==> src/rtl/smas_pkg.sv <==
// Shared types and constants of the serial multi-format add/sub unit.
// Depends on nothing; imported by the datapath, the top level and the testbench files.
`timescale 1ns / 1ps
`default_nettype none

package smas_pkg;

    typedef enum logic [2:0] {
        MODE_BIN_ADD   = 3'd0,
        MODE_BIN_SUB   = 3'd1,
        MODE_ASCII_ADD = 3'd2,
        MODE_ASCII_SUB = 3'd3,
        MODE_BCD_ADD   = 3'd4,
        MODE_BCD_SUB   = 3'd5
    } mode_t;

    localparam int unsigned BYTE_W = 8;

    // ASCII digit adjustments
    localparam logic [7:0] ASCII_HI_ADJ  = 8'h26;
    localparam logic [7:0] ASCII_ZERO    = 8'h30;
    localparam logic [7:0] ASCII_OVF_ADJ = 8'h36;
    localparam logic [7:0] ASCII_NINE    = 8'h39;
    localparam logic [7:0] ASCII_SUB_ADJ = 8'hC6;
    localparam logic [3:0] ASCII_NIB_6   = 4'h6;
    localparam logic [3:0] ASCII_NIB_7   = 4'h7;

    // Packed BCD digit limits, one nibble wide
    localparam logic [4:0] BCD_MAX_DIGIT = 5'd9;
    localparam logic [5:0] BCD_RADIX     = 6'd10;

    typedef struct packed {
        logic [BYTE_W-1:0] result_byte;
        logic              carry;
        logic              bad_digit;
    } alu_out_t;

endpackage

`default_nettype wire

==> src/rtl/serial_multiformat_add_sub_unit.sv <==
// A request accepted into the input register moves on into the result register, which
// drives m_tvalid; it waits in the input register while the result register is full and
// m_tready is low. Throughput: one request per cycle while m_tready stays high; the only
// link between bytes is the one-bit running carry/borrow, updated in the same cycle the
// byte's result is registered.
// Reset (aresetn low, synchronous): empties both stages and clears the running carry.
`timescale 1ns / 1ps
`default_nettype none

module serial_multiformat_add_sub_unit (
    input  wire logic        aclk,
    input  wire logic        aresetn,
    input  wire logic        s_tvalid,
    output      logic        s_tready,
    input  wire logic [15:0] s_tdata,   // byte_a [7:0], byte_b [15:8]
    input  wire logic [3:0]  s_tuser,   // mode [2:0], first [3]
    output      logic        m_tvalid,
    input  wire logic        m_tready,
    output      logic [7:0]  m_tdata,   // result_byte [7:0]
    output      logic [1:0]  m_tuser    // carry_flag [0], bad_digit [1]
);
    import smas_pkg::*;

    // Input stage: holds one request until the result register can take it
    logic       in_valid_reg;
    logic       in_valid_next;
    logic [2:0] in_mode_reg;
    logic       in_first_reg;
    logic [7:0] in_a_reg;
    logic [7:0] in_b_reg;

    // Running carry (add modes) or borrow (subtract modes) between bytes
    logic       carry_reg;
    logic       carry_in;

    // Result stage
    logic       out_valid_reg;
    logic       out_valid_next;
    logic [7:0] out_byte_reg;
    logic       out_carry_reg;
    logic       out_bad_reg;

    logic       advance;
    logic       s_accept;
    alu_out_t   alu_out;

    // Move the held request forward whenever the result slot is empty or being drained
    assign advance  = in_valid_reg && (!out_valid_reg || m_tready);
    assign s_tready = !in_valid_reg || advance;
    assign s_accept = s_tvalid && s_tready;

    // A first byte starts from a cleared carry, whatever the last run left
    assign carry_in = in_first_reg ? 1'b0 : carry_reg;

    smas_alu u_alu (
        .mode     (in_mode_reg),
        .carry_in (carry_in),
        .byte_a   (in_a_reg),
        .byte_b   (in_b_reg),
        .alu_out  (alu_out)
    );

    always_comb begin
        in_valid_next  = s_accept || (in_valid_reg && !advance);
        out_valid_next = advance || (out_valid_reg && !m_tready);
    end

    always_ff @(posedge aclk) begin
        if (!aresetn) begin
            in_valid_reg  <= 1'b0;
            out_valid_reg <= 1'b0;
            carry_reg     <= 1'b0;
        end else begin
            in_valid_reg  <= in_valid_next;
            out_valid_reg <= out_valid_next;
            if (advance) begin
                carry_reg <= alu_out.carry;
            end
        end
    end

    // Payload registers: load on accept / advance, hold otherwise
    always_ff @(posedge aclk) begin
        if (s_accept) begin
            in_mode_reg  <= s_tuser[2:0];
            in_first_reg <= s_tuser[3];
            in_a_reg     <= s_tdata[7:0];
            in_b_reg     <= s_tdata[15:8];
        end
        if (advance) begin
            out_byte_reg  <= alu_out.result_byte;
            out_carry_reg <= alu_out.carry;
            out_bad_reg   <= alu_out.bad_digit;
        end
    end

    assign m_tvalid = out_valid_reg;
    assign m_tdata  = out_byte_reg;
    assign m_tuser  = {out_bad_reg, out_carry_reg};

endmodule

`default_nettype wire

==> src/rtl/smas_alu.sv <==
// Combinational byte datapath: binary, ASCII-decimal and packed-BCD add/subtract.
// Depends on smas_pkg.
`timescale 1ns / 1ps
`default_nettype none

module smas_alu (
    input  wire logic [2:0]             mode,
    input  wire logic                   carry_in,
    input  wire logic [7:0]             byte_a,
    input  wire logic [7:0]             byte_b,
    output smas_pkg::alu_out_t          alu_out
);
    import smas_pkg::*;

    logic [8:0] bin_sum;
    logic [8:0] bin_dif;
    logic [7:0] asc_dif;
    logic [4:0] bcd_lo_sum;
    logic       bcd_lo_cy;
    logic [4:0] bcd_lo_adj;
    logic [4:0] bcd_hi_sum;
    logic       bcd_hi_cy;
    logic [4:0] bcd_hi_adj;
    logic [5:0] sub_lo_raw;
    logic [5:0] sub_lo_adj;
    logic [5:0] sub_hi_raw;
    logic [5:0] sub_hi_adj;

    always_comb begin
        bin_sum = {1'b0, byte_a} + {1'b0, byte_b} + {8'd0, carry_in};
        bin_dif = {1'b0, byte_b} + {1'b0, ~byte_a} + {8'd0, ~carry_in};
        asc_dif = byte_b - byte_a - {7'd0, carry_in};

        // BCD add: low digit, then high digit with the inner carry
        bcd_lo_sum = {1'b0, byte_a[3:0]} + {1'b0, byte_b[3:0]} + {4'd0, carry_in};
        bcd_lo_cy  = bcd_lo_sum > BCD_MAX_DIGIT;
        bcd_lo_adj = bcd_lo_cy ? bcd_lo_sum - BCD_RADIX[4:0] : bcd_lo_sum;
        bcd_hi_sum = {1'b0, byte_a[7:4]} + {1'b0, byte_b[7:4]} + {4'd0, bcd_lo_cy};
        bcd_hi_cy  = bcd_hi_sum > BCD_MAX_DIGIT;
        bcd_hi_adj = bcd_hi_cy ? bcd_hi_sum - BCD_RADIX[4:0] : bcd_hi_sum;

        // BCD subtract in six-bit two's complement; bit 5 is the borrow
        sub_lo_raw = {2'd0, byte_b[3:0]} - {2'd0, byte_a[3:0]} - {5'd0, carry_in};
        sub_lo_adj = sub_lo_raw[5] ? sub_lo_raw + BCD_RADIX : sub_lo_raw;
        sub_hi_raw = {2'd0, byte_b[7:4]} - {2'd0, byte_a[7:4]} - {5'd0, sub_lo_raw[5]};
        sub_hi_adj = sub_hi_raw[5] ? sub_hi_raw + BCD_RADIX : sub_hi_raw;

        alu_out.result_byte = '0;
        alu_out.carry       = carry_in;
        alu_out.bad_digit   = 1'b0;

        unique case (mode)
            MODE_BIN_ADD: begin
                alu_out.result_byte = bin_sum[7:0];
                alu_out.carry       = bin_sum[8];
            end
            MODE_BIN_SUB: begin
                alu_out.result_byte = bin_dif[7:0];
                alu_out.carry       = ~bin_dif[8];
            end
            MODE_ASCII_ADD: begin
                if (bin_sum[7:4] == ASCII_NIB_6) begin
                    if (bin_sum[3:0] >= 4'hA) begin
                        alu_out.result_byte = {4'd0, bin_sum[3:0]} + ASCII_HI_ADJ;
                        alu_out.carry       = 1'b1;
                    end else begin
                        alu_out.result_byte = {4'd0, bin_sum[3:0]} + ASCII_ZERO;
                        alu_out.carry       = 1'b0;
                    end
                end else if (bin_sum[7:4] == ASCII_NIB_7) begin
                    alu_out.result_byte = {4'd0, bin_sum[3:0]} + ASCII_OVF_ADJ;
                    alu_out.carry       = 1'b1;
                end else begin
                    // not a digit: output zero, hold the carry
                    alu_out.bad_digit = 1'b1;
                end
            end
            MODE_ASCII_SUB: begin
                if (asc_dif > ASCII_NINE) begin
                    alu_out.result_byte = asc_dif - ASCII_SUB_ADJ;
                    alu_out.carry       = 1'b1;
                end else begin
                    alu_out.result_byte = {4'd0, asc_dif[3:0]} + ASCII_ZERO;
                    alu_out.carry       = 1'b0;
                end
            end
            MODE_BCD_ADD: begin
                alu_out.result_byte = {bcd_hi_adj[3:0], 4'd0} + {3'd0, bcd_lo_adj};
                alu_out.carry       = bcd_hi_cy;
            end
            MODE_BCD_SUB: begin
                alu_out.result_byte = {sub_hi_adj[3:0], 4'd0}
                                    + {{2{sub_lo_adj[5]}}, sub_lo_adj};
                alu_out.carry       = sub_hi_raw[5];
            end
            default: begin
                alu_out.result_byte = '0;
            end
        endcase
    end

endmodule

`default_nettype wire

==> config.mk <==
export PLATFORM = sky130hd
export DESIGN_NAME = serial_multiformat_add_sub_unit
export DESIGN_NICKNAME = d
export VERILOG_FILES = /design/src/rtl/smas_pkg.sv /design/src/rtl/serial_multiformat_add_sub_unit.sv /design/src/rtl/smas_alu.sv
export SDC_FILE = /design/constraint.sdc
export NUM_CORES = 1
export LEC_CHECK = 0
export ABC_CLOCK_PERIOD_IN_PS = 6000
export BUFFER_PORTS_ARGS = -buffer_cell sky130_fd_sc_hd__buf_4
export CAP_MARGIN = 20
export CORE_MARGIN = 2
export CORE_UTILIZATION = 60
export CTS_BUF_LIST = sky130_fd_sc_hd__clkbuf_4 sky130_fd_sc_hd__clkbuf_8
export CTS_CLUSTER_SIZE = 28
export DETAILED_ROUTE_END_ITERATION = 7
export GPL_TIMING_DRIVEN = 0
export PLACE_DENSITY = 0.89
export SKIP_CTS_REPAIR_TIMING = 1
export SYNTH_ARGS = -nofsm -noshare
export SYNTH_HDL_FRONTEND = slang
export SYNTH_SLANG_ARGS = --single-unit
==> constraint.sdc <==
create_clock -name aclk -period 6 [get_ports aclk]
set_clock_uncertainty 0.15 [all_clocks]
set_input_delay 1.5 -clock aclk [delete_from_list [all_inputs] [get_ports aclk]]
set_output_delay 1.5 -clock aclk [all_outputs]
set_load 0.01 [all_outputs]
==> results of run 1 <==
## layer usage
| metal | routed length (um) | vias up | share of wire | global-route usage |
|---|---|---|---|---|
| met3 | 527 | 26 | 0.062 | 0.0492 |
| met2 | 4100 | 110 | 0.48 | 0.430 |
| met1 | 3550 | 1504 | 0.42 | 0.312 |
| met4 | 300 | 0 | 0.035 | 0.107 |
| li1 | - | 1549 | - | - |
| met5 | 0 | - | 0 | 0 |
## kinds of logic (layout without fill, tap and decap cells)
logic type | Yosys count | in the layout | share of synthesized area
muxes | 10 | 10 | 0.0268
AOI/OAI and AO/OA | 106 | 106 | 0.198
adders and majority gates | 53 | 53 | 0.189
xor gates and xnor gates | 45 | 45 | 0.118
and+or+nand+nor | 105 | 105 | 0.150
buffers and inverters | 59 | 102 | 0.0701
DFF | 33 | 33 | 0.248
## metrics by stage
step | std cells | utilization | power, W
finish | 531 | 0.688 | 0.00102
global route | 531 | 0.688 | 0.00109
CTS | 531 | 0.688 | 0.00102
detailed placement | 523 | 0.674 | 0.000842
global placement | 523 | 0.674 | 0.000820
floorplan | 411 | - | 0.000720
## worst reg2reg max path, cell delays in order, from the launching register on
cell	delay (ps)
edfxtp_1	590
ha_1	500
nand2b_2	210
o221ai_2	140
or3b_4	430
and2_1	170
buf_2	160
fa_1	440
fa_1	460
xnor2_2	250
ha_1	200
nand2b_1	50
a32oi_1	130
o21ai_1	130
and2_1	230
xor2_2	170
ha_1	300
inv_1	50
mux2i_1	60
a22oi_1	200
o22a_1	160
nand3_1	80
## layout make-up
class                   instances  area [sq um]  area share
inverters                      45           169      0.0391
flip-flops and latches         33           961       0.223
repair buffers                 35           263      0.0609
clock buffers                   6          76.3      0.0177
well taps                      77          96.3      0.0223
plain buffers                  14           103      0.0238
multi-input cells             319          2640       0.611
clock inverters                 2          10.0     0.00232
## cells in the final DEF (no fill, tap or decap), types with 3 or more instances in the layout
cell type  instances
mux2i_1            7
fa_1               9
xor2_1             8
nand3_1           13
o22ai_1            6
buf_4             39
mux2_2             3
a21oi_1           22
o21bai_1           3
clkbuf_8           5
a31oi_1            4
nor2b_1            8
nor3_1             4
edfxtp_1          30
dfxtp_1            3
o21ai_1            7
nand2b_1           7
buf_2              3
xnor2_2            3
a21o_1             8
nand3b_1           5
inv_1             43
ha_1              44
or3_1              4
nor2_1            24
clkbuf_1           4
and2_1             3
a211oi_1           5
o211ai_1           5
o21ai_0           16
xnor2_1           31
nand2_1           23
## path summary, 6_finish.rpt
path	startpoint	endpoint	slack, ps	depth (start not counted)
max	in_b_reg[1]	m_tdata[5]	500	21
min	carry_reg	carry_reg	360	2
max reg2reg	in_b_reg[1]	m_tdata[5]	500	21
min reg2reg	carry_reg	carry_reg	360	2
## power breakdown
| part | switching [W] | total [W] | internal [W] |
|---|---|---|---|
| clock network | 0.0000878 | 0.000173 | 0.0000850 |
| logic | 0.000311 | 0.000564 | 0.000253 |
| registers | 0.00000964 | 0.000282 | 0.000273 |
==> metrics.log, run 1 <==
[metrics] slew at the pin with the worst max-slew slack: 905 ps
[metrics] hold violation total from the final report: 0
[metrics] worst path arrival time: 5400 ps
[metrics] number of rows created at floorplan: 29
[metrics] VDD IR-drop max: 0.000135 V
[metrics] die height: 84.3 um
[metrics] slowest library cell on the worst path: edfxtp_1
[metrics] drt first pass iters: 4
[metrics] worst-case setup slack after placement: 529 ps
[metrics] outcome: finished clean
[metrics] antenna cells: 0
[metrics] type of element launching the critical path: flip-flop
[metrics] average wire per standard cell: 16.0 um
[metrics] Final ANT Viol Nets: 0
[metrics] via count of the first global-routing pass: 3176
[metrics] Async S/R FF share, synth: 0
[metrics] synthesized flop and latch total: 33
[metrics] clock edge transition at the registers on the reported setup and hold paths: 80 ps
[metrics] slowest cell delay on critical path: 590 ps
[metrics] total placed instance area: 0.00423 sq mm
[metrics] global-route wire length before repair: 14.4 mm
[metrics] number of enable flip-flop cells after synthesis: 30
[metrics] part of the Yosys area used for sequential elements: 0.248
[metrics] count of max-cap constraint violations: 0
[metrics] final worst slack: 496 ps
[metrics] final HPWL from detailed placement: 6.97 mm
[metrics] most frequent cells after synthesis: 44 x ha_1, 43 x inv_1, 31 x xnor2_1, 30 x edfxtp_1, 24 x nor2_1
[metrics] ranking of synthesized cells by area: edfxtp_1 23%, ha_1 14%, xnor2_1 7.0%
[metrics] final count of pins violating max slew: 0
[metrics] final critical delay including setup and external delays: 5500 ps
[metrics] overall via count from detail_route: 3189
[metrics] die footprint: 0.00711 sq mm
[metrics] summed instance area of the synthesized netlist: 0.00387 sq mm
[metrics] cell-by-cell listing of the critical path: ha_1, nand2b_2, o221ai_2, or3b_4, and2_1, buf_2, fa_1, fa_1, xnor2_2, ha_1, nand2b_1, a32oi_1, o21ai_1, and2_1, xor2_2, ha_1, inv_1, mux2i_1, a22oi_1, o22a_1, nand3_1
[metrics] htree depth: 2
[metrics] Power Dens Cells: 236 mW/mm^2
[metrics] Layout Nets: 530
[metrics] drc violations: 0
[metrics] Post-Syn Instances: 411
[metrics] Post-synth top flop: edfxtp_1
[metrics] path type of the worst setup path: flip-flop to flip-flop
[metrics] number of primary I/O pins: 36
[metrics] Yosys top cell area share: 0.233
[metrics] final count of negative-setup-slack endpoints: 0
[metrics] vias per cell: 6.01
[metrics] cell type contributing the most total cell area after synthesis: edfxtp_1
[metrics] count leader, synth: ha_1
[metrics] final sum of negative setup slack: 0 ps
[metrics] setup repair after global routing missed its margin: no
[metrics] fill cell total of the finished layout: 484
[metrics] per-instance average area after synthesis: 9.42 sq um
[metrics] final cycle utilization of the critical path: 0.917
[metrics] antenna violations before repair: 0
[metrics] die width: 84.3 um
[metrics] min-delay worst type: flip-flop to flip-flop
[metrics] CP Max Fanout: 9
[metrics] total global-route track usage: 0.252
[metrics] required time at the endpoint of the critical path: 5900 ps
[metrics] Worst Path Buf+Inv: 2
[metrics] post-route cell area: 0.00432 sq mm
[metrics] crit path capture type: flip-flop
[metrics] Skew-Pair Late Insertion Delay: 300 ps
[metrics] starting density of the core: 0.617
[metrics] cell occurring most often along the worst timing path: ha_1
[metrics] number of DRC markers in iteration 0: 289
[metrics] clock root buffer: clkbuf_8
[metrics] pin count of the biggest net entering global routing: 21
[metrics] Highest Clock Rate: 0.182 GHz
[metrics] count of buffers from port buffering: 35
[metrics] core region area: 0.00628 sq mm
[metrics] Synthesized Nets: 488
[metrics] remaining max-slew budget at the tightest pin: 0.396
[metrics] leakage component of the power: 1.86 nW
[metrics] CP top delay family: adder cells
[metrics] Syn-to-layout area delta: 11.5%
[metrics] Worst Hold Slack: 362 ps
[metrics] total overflow reported by the global router: 0
[metrics] total number of yosys warnings: 0
[metrics] clock tree from TritonCTS: built
[metrics] gp weighted congestion: 0.936
[metrics] Unique masters post-synth: 76
[metrics] CTS Sinks: 33
[metrics] Num CTS Buffers: 5
[metrics] Clock Path Buffers: 2
[metrics] share of cells above drive strength 1: 0.172
[metrics] Final Routed Wirelength: 8.48 mm
(Power assumes the default switching activity.)
==> inputs of run 2 (changes only) <==
--- a/config.mk
+++ b/config.mk
@@ -8,14 +8,15 @@
 export ABC_CLOCK_PERIOD_IN_PS = 6000
 export BUFFER_PORTS_ARGS = -buffer_cell sky130_fd_sc_hd__buf_4
 export CAP_MARGIN = 20
-export CORE_MARGIN = 2
 export CORE_UTILIZATION = 60
 export CTS_BUF_LIST = sky130_fd_sc_hd__clkbuf_4 sky130_fd_sc_hd__clkbuf_8
 export CTS_CLUSTER_SIZE = 28
 export DETAILED_ROUTE_END_ITERATION = 7
 export GPL_TIMING_DRIVEN = 0
+export MAX_ROUTING_LAYER = met4
 export PLACE_DENSITY = 0.89
 export SKIP_CTS_REPAIR_TIMING = 1
+export SKIP_LAST_GASP = 1
 export SYNTH_ARGS = -nofsm -noshare
 export SYNTH_HDL_FRONTEND = slang
 export SYNTH_SLANG_ARGS = --single-unit
==> run 2 against run 1 <==
Clock-buffer cell count shrank 1. Cell count shrank 0.38%. Via count shrank 0.25%. Maximum frequency shrank 0.81%. Clock power grew 25%. Register-to-register slack lost 40 ps. Final area grew 0.49%.
==> metrics.log, run 2 (synthesized netlist as in run 1, its figures left out) <==
[metrics] global-route wire length before repair: 13.8 mm (-4.4%)
[metrics] slowest library cell on the worst path: edfxtp_1
[metrics] count of buffers from port buffering: 35 (unchanged)
[metrics] path type of the worst setup path: flip-flop to flip-flop
[metrics] cell occurring most often along the worst timing path: ha_1
[metrics] Final ANT Viol Nets: 0 (unchanged)
[metrics] setup repair after global routing missed its margin: no
[metrics] via count of the first global-routing pass: 2949 (-7.1%)
[metrics] count of max-cap constraint violations: 0 (unchanged)
[metrics] pin count of the biggest net entering global routing: 21 (unchanged)
[metrics] clock edge transition at the registers on the reported setup and hold paths: 80 ps (about the same)
[metrics] number of rows created at floorplan: 28 (-3.4%)
[metrics] die width: 82.3 um (-2.4%)
[metrics] CP Max Fanout: 9 (unchanged)
[metrics] drc violations: 0 (unchanged)
[metrics] total overflow reported by the global router: 0 (unchanged)
[metrics] clock tree from TritonCTS: built
[metrics] Skew-Pair Late Insertion Delay: 300 ps (about the same)
[metrics] final sum of negative setup slack: 0 ps (unchanged)
[metrics] htree depth: 2 (unchanged)
[metrics] Final Routed Wirelength: 8.87 mm (+4.6%)
[metrics] antenna cells: 0 (unchanged)
[metrics] cell-by-cell listing of the critical path: ha_1, nand2b_2, o221ai_2, or3b_4, and2_1, buf_2, fa_1, fa_1, xnor2_2, ha_1, nand2b_1, a32oi_1, o21ai_1, and2_1, xor2_2, ha_1, inv_1, mux2i_1, a22oi_1, o22a_1, nand3_1
[metrics] remaining max-slew budget at the tightest pin: 0.346 (-0.0494)
[metrics] number of primary I/O pins: 36 (unchanged)
[metrics] drt first pass iters: 5 (+1)
[metrics] min-delay worst type: flip-flop to flip-flop
[metrics] highest-utilization routing layer at the global route stage: met2
[metrics] met3 demand-to-capacity share in global routing: 0.0451 (-0.00411)
[metrics] overall via count from detail_route: 3181 (-0.25%)
[metrics] crit path capture type: flip-flop
[metrics] Highest Clock Rate: 0.180 GHz (-0.81%)
[metrics] total global-route track usage: 0.284 (+0.0314)
[metrics] final critical delay including setup and external delays: 5550 ps (+44.9 ps)
[metrics] vias per cell: 6.01 (+0.13%)
[metrics] Clock Path Buffers: 2 (unchanged)
[metrics] required time at the endpoint of the critical path: 5890 ps (about the same)
[metrics] grt met1 use: 0.358 (+0.0463)
[metrics] Num CTS Buffers: 5 (unchanged)
[metrics] leading cell types in the layout, fill and taps excluded: 44 x ha_1, 43 x inv_1, 39 x buf_4, 31 x xnor2_1, 30 x edfxtp_1
[metrics] internal power: 0.000649 W (+6.3%)
[metrics] slew at the pin with the worst max-slew slack: 981 ps (+76.0 ps)
[metrics] Power Dens Cells: 246 mW/mm^2 (+4.1%)
[metrics] final HPWL from detailed placement: 7.10 mm (+2.0%)
[metrics] Gate power share: 0.533 (-0.020)
[metrics] core region area: 0.00606 sq mm (-3.4%)
[metrics] starting density of the core: 0.639 (+0.0220)
[metrics] Syn-to-layout area delta: 12.1%
[metrics] proportion of power drawn by flip-flops and latches: 0.265 (-0.012)
[metrics] switching power as a share of total power: 0.391 (-0.00958)
[metrics] final cycle utilization of the critical path: 0.925 (+0.00748)
[metrics] share of cells above drive strength 1: 0.170 (-0.00220)
[metrics] average wire per standard cell: 16.8 um (+5.0%)
[metrics] CTS Sinks: 33 (unchanged)
[metrics] type of element launching the critical path: flip-flop
[metrics] clock root buffer: clkbuf_8
[metrics] net load switching power: 0.000417 W (+2.1%)
[metrics] die footprint: 0.00678 sq mm (-4.7%)
[metrics] final count of pins violating max slew: 0 (unchanged)
[metrics] die height: 82.3 um (-2.4%)
[metrics] gp weighted congestion: 0.958 (+2.3%)
[metrics] slowest cell delay on critical path: 600 ps (about the same)
[metrics] outcome: finished clean
[metrics] number of DRC markers in iteration 0: 282 (-2.4%)
[metrics] hold violation total from the final report: 0 (unchanged)
[metrics] final count of negative-setup-slack endpoints: 0 (unchanged)
[metrics] part of the power in the clock network: 0.203 (+0.033)
[metrics] antenna violations before repair: 0 (unchanged)
[metrics] leading cell type in the layout, fill and taps excluded: ha_1
[metrics] Final Power: 0.00107 W (+4.6%)
[metrics] worst path arrival time: 5440 ps (+40 ps)
[metrics] leakage component of the power: 1.86 nW (+0.18%)
[metrics] setup slack on the worst flop-to-flop path: 450 ps (-40 ps)
[metrics] Layout Nets: 530 (unchanged)
[metrics] VDD IR-drop max: 0.000174 V (+28%)
[metrics] fraction of met2 tracks used by global routing: 0.465 (+0.0353)
-- run 2: changes by cell type in the layout (fill, tap and decap cells not counted) --
cell,before,now
clkinv_2,2,0
bufinv_16,0,1
clkbuf_4,1,0
clkinv_1,0,1
clkinvlp_4,0,1
-- run 2: per-stage QoR --
step	hold slack, ps	util	area, sq um	setup WS [ps]	cells
4_1_cts	333	0.716	4340	479	529
6_report	335	0.716	4340	451	529
2_1_floorplan	297	-	3870	999	411
3_5_place_dp	322	0.698	4230	512	521
3_3_place_gp	308	0.698	4230	620	521
5_1_grt	366	0.716	4340	203	529
-- run 2: routing by layer --
metal  up-vias  part of all wire
li1       1543                 -
met1      1463              0.44
met2       149              0.46
met3        26             0.073
met4         0             0.025
met5         -                 0
-- run 2: power groups by stage --
stage | Combinational, W | Clock, W | Sequential [W]
detailed placement | 0.000558 | 0 | 0.000288
finish | 0.000568 | 0.000216 | 0.000282
CTS | 0.000562 | 0.000219 | 0.000283
global placement | 0.000539 | 0 | 0.000286
global route | 0.000620 | 0.000225 | 0.000285
floorplan | 0.000432 | 0 | 0.000288
-- run 2: worst paths after layout --
kind | cells after the start | from | end
setup / recovery | 21 | in_b_reg[1] | m_tdata[5]
hold / removal | 2 | carry_reg | carry_reg
setup reg to reg | 21 | in_b_reg[1] | m_tdata[5]
hold reg to reg | 2 | carry_reg | carry_reg
-- run 2: critical path, delay by kind of cell (launching register included) --
family	cells	cell delay, ps
and+or+nand+nor	6	1160
adders and majority gates	5	1920
xor gates and xnor gates	2	420
DFF	1	600
muxes	1	50
AOI/OAI and AO/OA	5	760
buffers and inverters	2	220
-- run 2: layout make-up --
| cell class | instances | area (sq um) |
|---|---|---|
| multi-input combinational | 319 | 2640 |
| fill | 477 | 1720 |
| sequential | 33 | 961 |
| timing repair buffer | 35 | 263 |
| inverter | 45 | 169 |
| buffer | 14 | 103 |
| tap | 75 | 93.8 |
| clock buffer | 5 | 68.8 |
| clock inverter | 3 | 41.3 |
==> inputs of run 3 (changes only) <==
--- a/config.mk
+++ b/config.mk
@@ -6,15 +6,15 @@
 export NUM_CORES = 1
 export LEC_CHECK = 0
 export ABC_CLOCK_PERIOD_IN_PS = 6000
-export BUFFER_PORTS_ARGS = -buffer_cell sky130_fd_sc_hd__buf_4
 export CAP_MARGIN = 20
 export CORE_UTILIZATION = 60
 export CTS_BUF_LIST = sky130_fd_sc_hd__clkbuf_4 sky130_fd_sc_hd__clkbuf_8
 export CTS_CLUSTER_SIZE = 28
 export DETAILED_ROUTE_END_ITERATION = 7
+export DONT_BUFFER_PORTS = 1
 export GPL_TIMING_DRIVEN = 0
 export MAX_ROUTING_LAYER = met4
-export PLACE_DENSITY = 0.89
+export PLACE_DENSITY = 0.85
 export SKIP_CTS_REPAIR_TIMING = 1
 export SKIP_LAST_GASP = 1
 export SYNTH_ARGS = -nofsm -noshare
==> run 3 against run 2 <==
Combinational power fell by 3%. Critical path depth did not move. Global-route usage rose by 1.1 points. Register-to-register slack barely moved.
==> metrics.log, run 3 (synthesized netlist as in run 1, its figures left out) <==
[metrics] slowest library cell on the worst path: edfxtp_1
[metrics] leading cell types in the layout, fill and taps excluded: 44 x ha_1, 43 x inv_1, 31 x xnor2_1, 30 x edfxtp_1, 24 x nor2_1
[metrics] vias per cell: 6.22 (+3.4%)
[metrics] die width: 82.3 um (unchanged)
[metrics] crit path capture type: flip-flop
[metrics] CP Max Fanout: 9 (unchanged)
[metrics] post-route cell area: 0.00408 sq mm (-6.1%)
[metrics] leakage component of the power: 1.69 nW (-9.0%)
[metrics] worst path arrival time: 5440 ps (about the same)
[metrics] Final Routed Wirelength: 8.79 mm (-0.83%)
[metrics] hold violation total from the final report: 0 (unchanged)
[metrics] final worst slack: 446 ps (-5.06 ps)
[metrics] pin count of the biggest net entering global routing: 21 (unchanged)
[metrics] antenna violations before repair: 0 (unchanged)
[metrics] Final Power: 0.00106 W (-0.62%)
[metrics] number of primary I/O pins: 36 (unchanged)
[metrics] min-delay worst type: flip-flop to flip-flop
[metrics] clock tree from TritonCTS: built
[metrics] number of DRC markers in iteration 0: 265 (-6.0%)
[metrics] Layout Nets: 495 (-6.6%)
[metrics] final count of negative-setup-slack endpoints: 0 (unchanged)
[metrics] cell occurring most often along the worst timing path: ha_1
[metrics] instance count after placement with tap cells included: 486 (-6.7%)
[metrics] Num CTS Buffers: 5 (unchanged)
[metrics] clock root buffer: clkbuf_8
[metrics] Clock Path Buffers: 2 (unchanged)
[metrics] drt first pass iters: 5 (unchanged)
[metrics] CTS Sinks: 33 (unchanged)
[metrics] remaining max-slew budget at the tightest pin: 0.369 (+0.0224)
[metrics] die height: 82.3 um (unchanged)
[metrics] clock edge transition at the registers on the reported setup and hold paths: 90 ps (about the same)
[metrics] Power Dens Cells: 260 mW/mm^2 (+5.8%)
[metrics] htree depth: 2 (unchanged)
[metrics] total placed instance area: 0.00397 sq mm (-6.2%)
[metrics] drc violations: 0 (unchanged)
[metrics] final critical delay including setup and external delays: 5550 ps (+5.06 ps)
[metrics] final sum of negative setup slack: 0 ps (unchanged)
[metrics] starting density of the core: 0.639 (unchanged)
[metrics] total overflow reported by the global router: 0 (unchanged)
[metrics] worst-case setup slack after placement: 533 ps (+21.4 ps)
[metrics] Final ANT Viol Nets: 0 (unchanged)
[metrics] outcome: finished clean
[metrics] Syn-to-layout area delta: 5.27%
[metrics] Skew-Pair Late Insertion Delay: 300 ps (about the same)
[metrics] core region area: 0.00606 sq mm (unchanged)
[metrics] leading cell type in the layout, fill and taps excluded: ha_1
[metrics] overall via count from detail_route: 3072 (-3.4%)
[metrics] global-route wire length before repair: 14.2 mm (+3.2%)
[metrics] post-route insts no fill: 494 (-6.6%)
[metrics] setup slack on the worst flop-to-flop path: 450 ps (about the same)
[metrics] count of max-cap constraint violations: 0 (unchanged)
[metrics] setup repair after global routing missed its margin: no
[metrics] cell-by-cell listing of the critical path: ha_1, nand2b_2, o221ai_2, or3b_4, and2_1, buf_2, fa_1, fa_1, xnor2_2, ha_1, nand2b_1, a32oi_1, o21ai_1, and2_1, xor2_2, ha_1, inv_1, mux2i_1, a22oi_1, o22a_1, nand3_1
[metrics] via count of the first global-routing pass: 2989 (+1.4%)
[metrics] count of buffers from port buffering: 0 (-100%)
[metrics] Highest Clock Rate: 0.180 GHz (about the same)
[metrics] die footprint: 0.00678 sq mm (unchanged)
[metrics] antenna cells: 0 (unchanged)
[metrics] share of cells above drive strength 1: 0.100 (-0.0694)
[metrics] type of element launching the critical path: flip-flop
[metrics] final cycle utilization of the critical path: 0.926 (about the same)
[metrics] average wire per standard cell: 17.8 um (+6.2%)
[metrics] VDD IR-drop max: 0.000153 V (-12%)
[metrics] total global-route track usage: 0.295 (+0.0115)
[metrics] gp weighted congestion: 0.911 (-4.9%)
[metrics] final count of pins violating max slew: 0 (unchanged)
[metrics] slew at the pin with the worst max-slew slack: 945 ps (-35.6 ps)
[metrics] final HPWL from detailed placement: 7.02 mm (-1.1%)
[metrics] number of rows created at floorplan: 28 (unchanged)
[metrics] path type of the worst setup path: flip-flop to flip-flop
[metrics] required time at the endpoint of the critical path: 5890 ps (about the same)
[metrics] slowest cell delay on critical path: 590 ps (about the same)
run 3: cell types whose count changed in the layout (fill, tap and decap cells not counted), sizes merged:
cell  change
buf      -35
run 3: layer usage:
layer | share of wire | wire (um) | up-vias | GRT usage
met5 | 0 | 0 | - | -
met4 | 0.034 | 300 | 0 | 0.118
met3 | 0.082 | 725 | 22 | 0.0527
met2 | 0.46 | 4040 | 151 | 0.463
met1 | 0.42 | 3730 | 1423 | 0.376
li1 | - | - | 1476 | -
run 3: worst paths after layout:
| check | cells after the start | from | end |
|---|---|---|---|
| worst max-delay path | 21 | in_b_reg[1] | m_tdata[5] |
| worst min-delay path | 2 | carry_reg | carry_reg |
| worst max register to register | 21 | in_b_reg[1] | m_tdata[5] |
| worst min register to register | 2 | carry_reg | carry_reg |
run 3: layout make-up:
cell class	instances	area (sq um)
buffer	14	103
clock buffer	5	68.8
clock inverter	3	41.3
fill	502	1990
inverter	45	169
multi-input combinational	319	2640
sequential	33	961
tap	75	93.8
run 3: critical path, delay by kind of cell, from the launching register on:
kind	cells	cell delay, ps
flops	1	590
xor+xnor	2	430
mux	1	50
fa+ha+maj	5	1930
buf+inv	2	210
compound gates	5	760
simple gates	6	1150
run 3: where the power goes:
part           leakage [nW]  switching (W)  internal, W
combinational          1.32       0.000314     0.000238
sequential            0.315      0.0000131     0.000273
clock                0.0518      0.0000984     0.000122
run 3: through the flow:
step                 util  hold WS [ps]
floorplan               -           297
global placement    0.654           315
detailed placement  0.654           319
CTS                 0.672           329
global route        0.672           359
finish              0.672           327
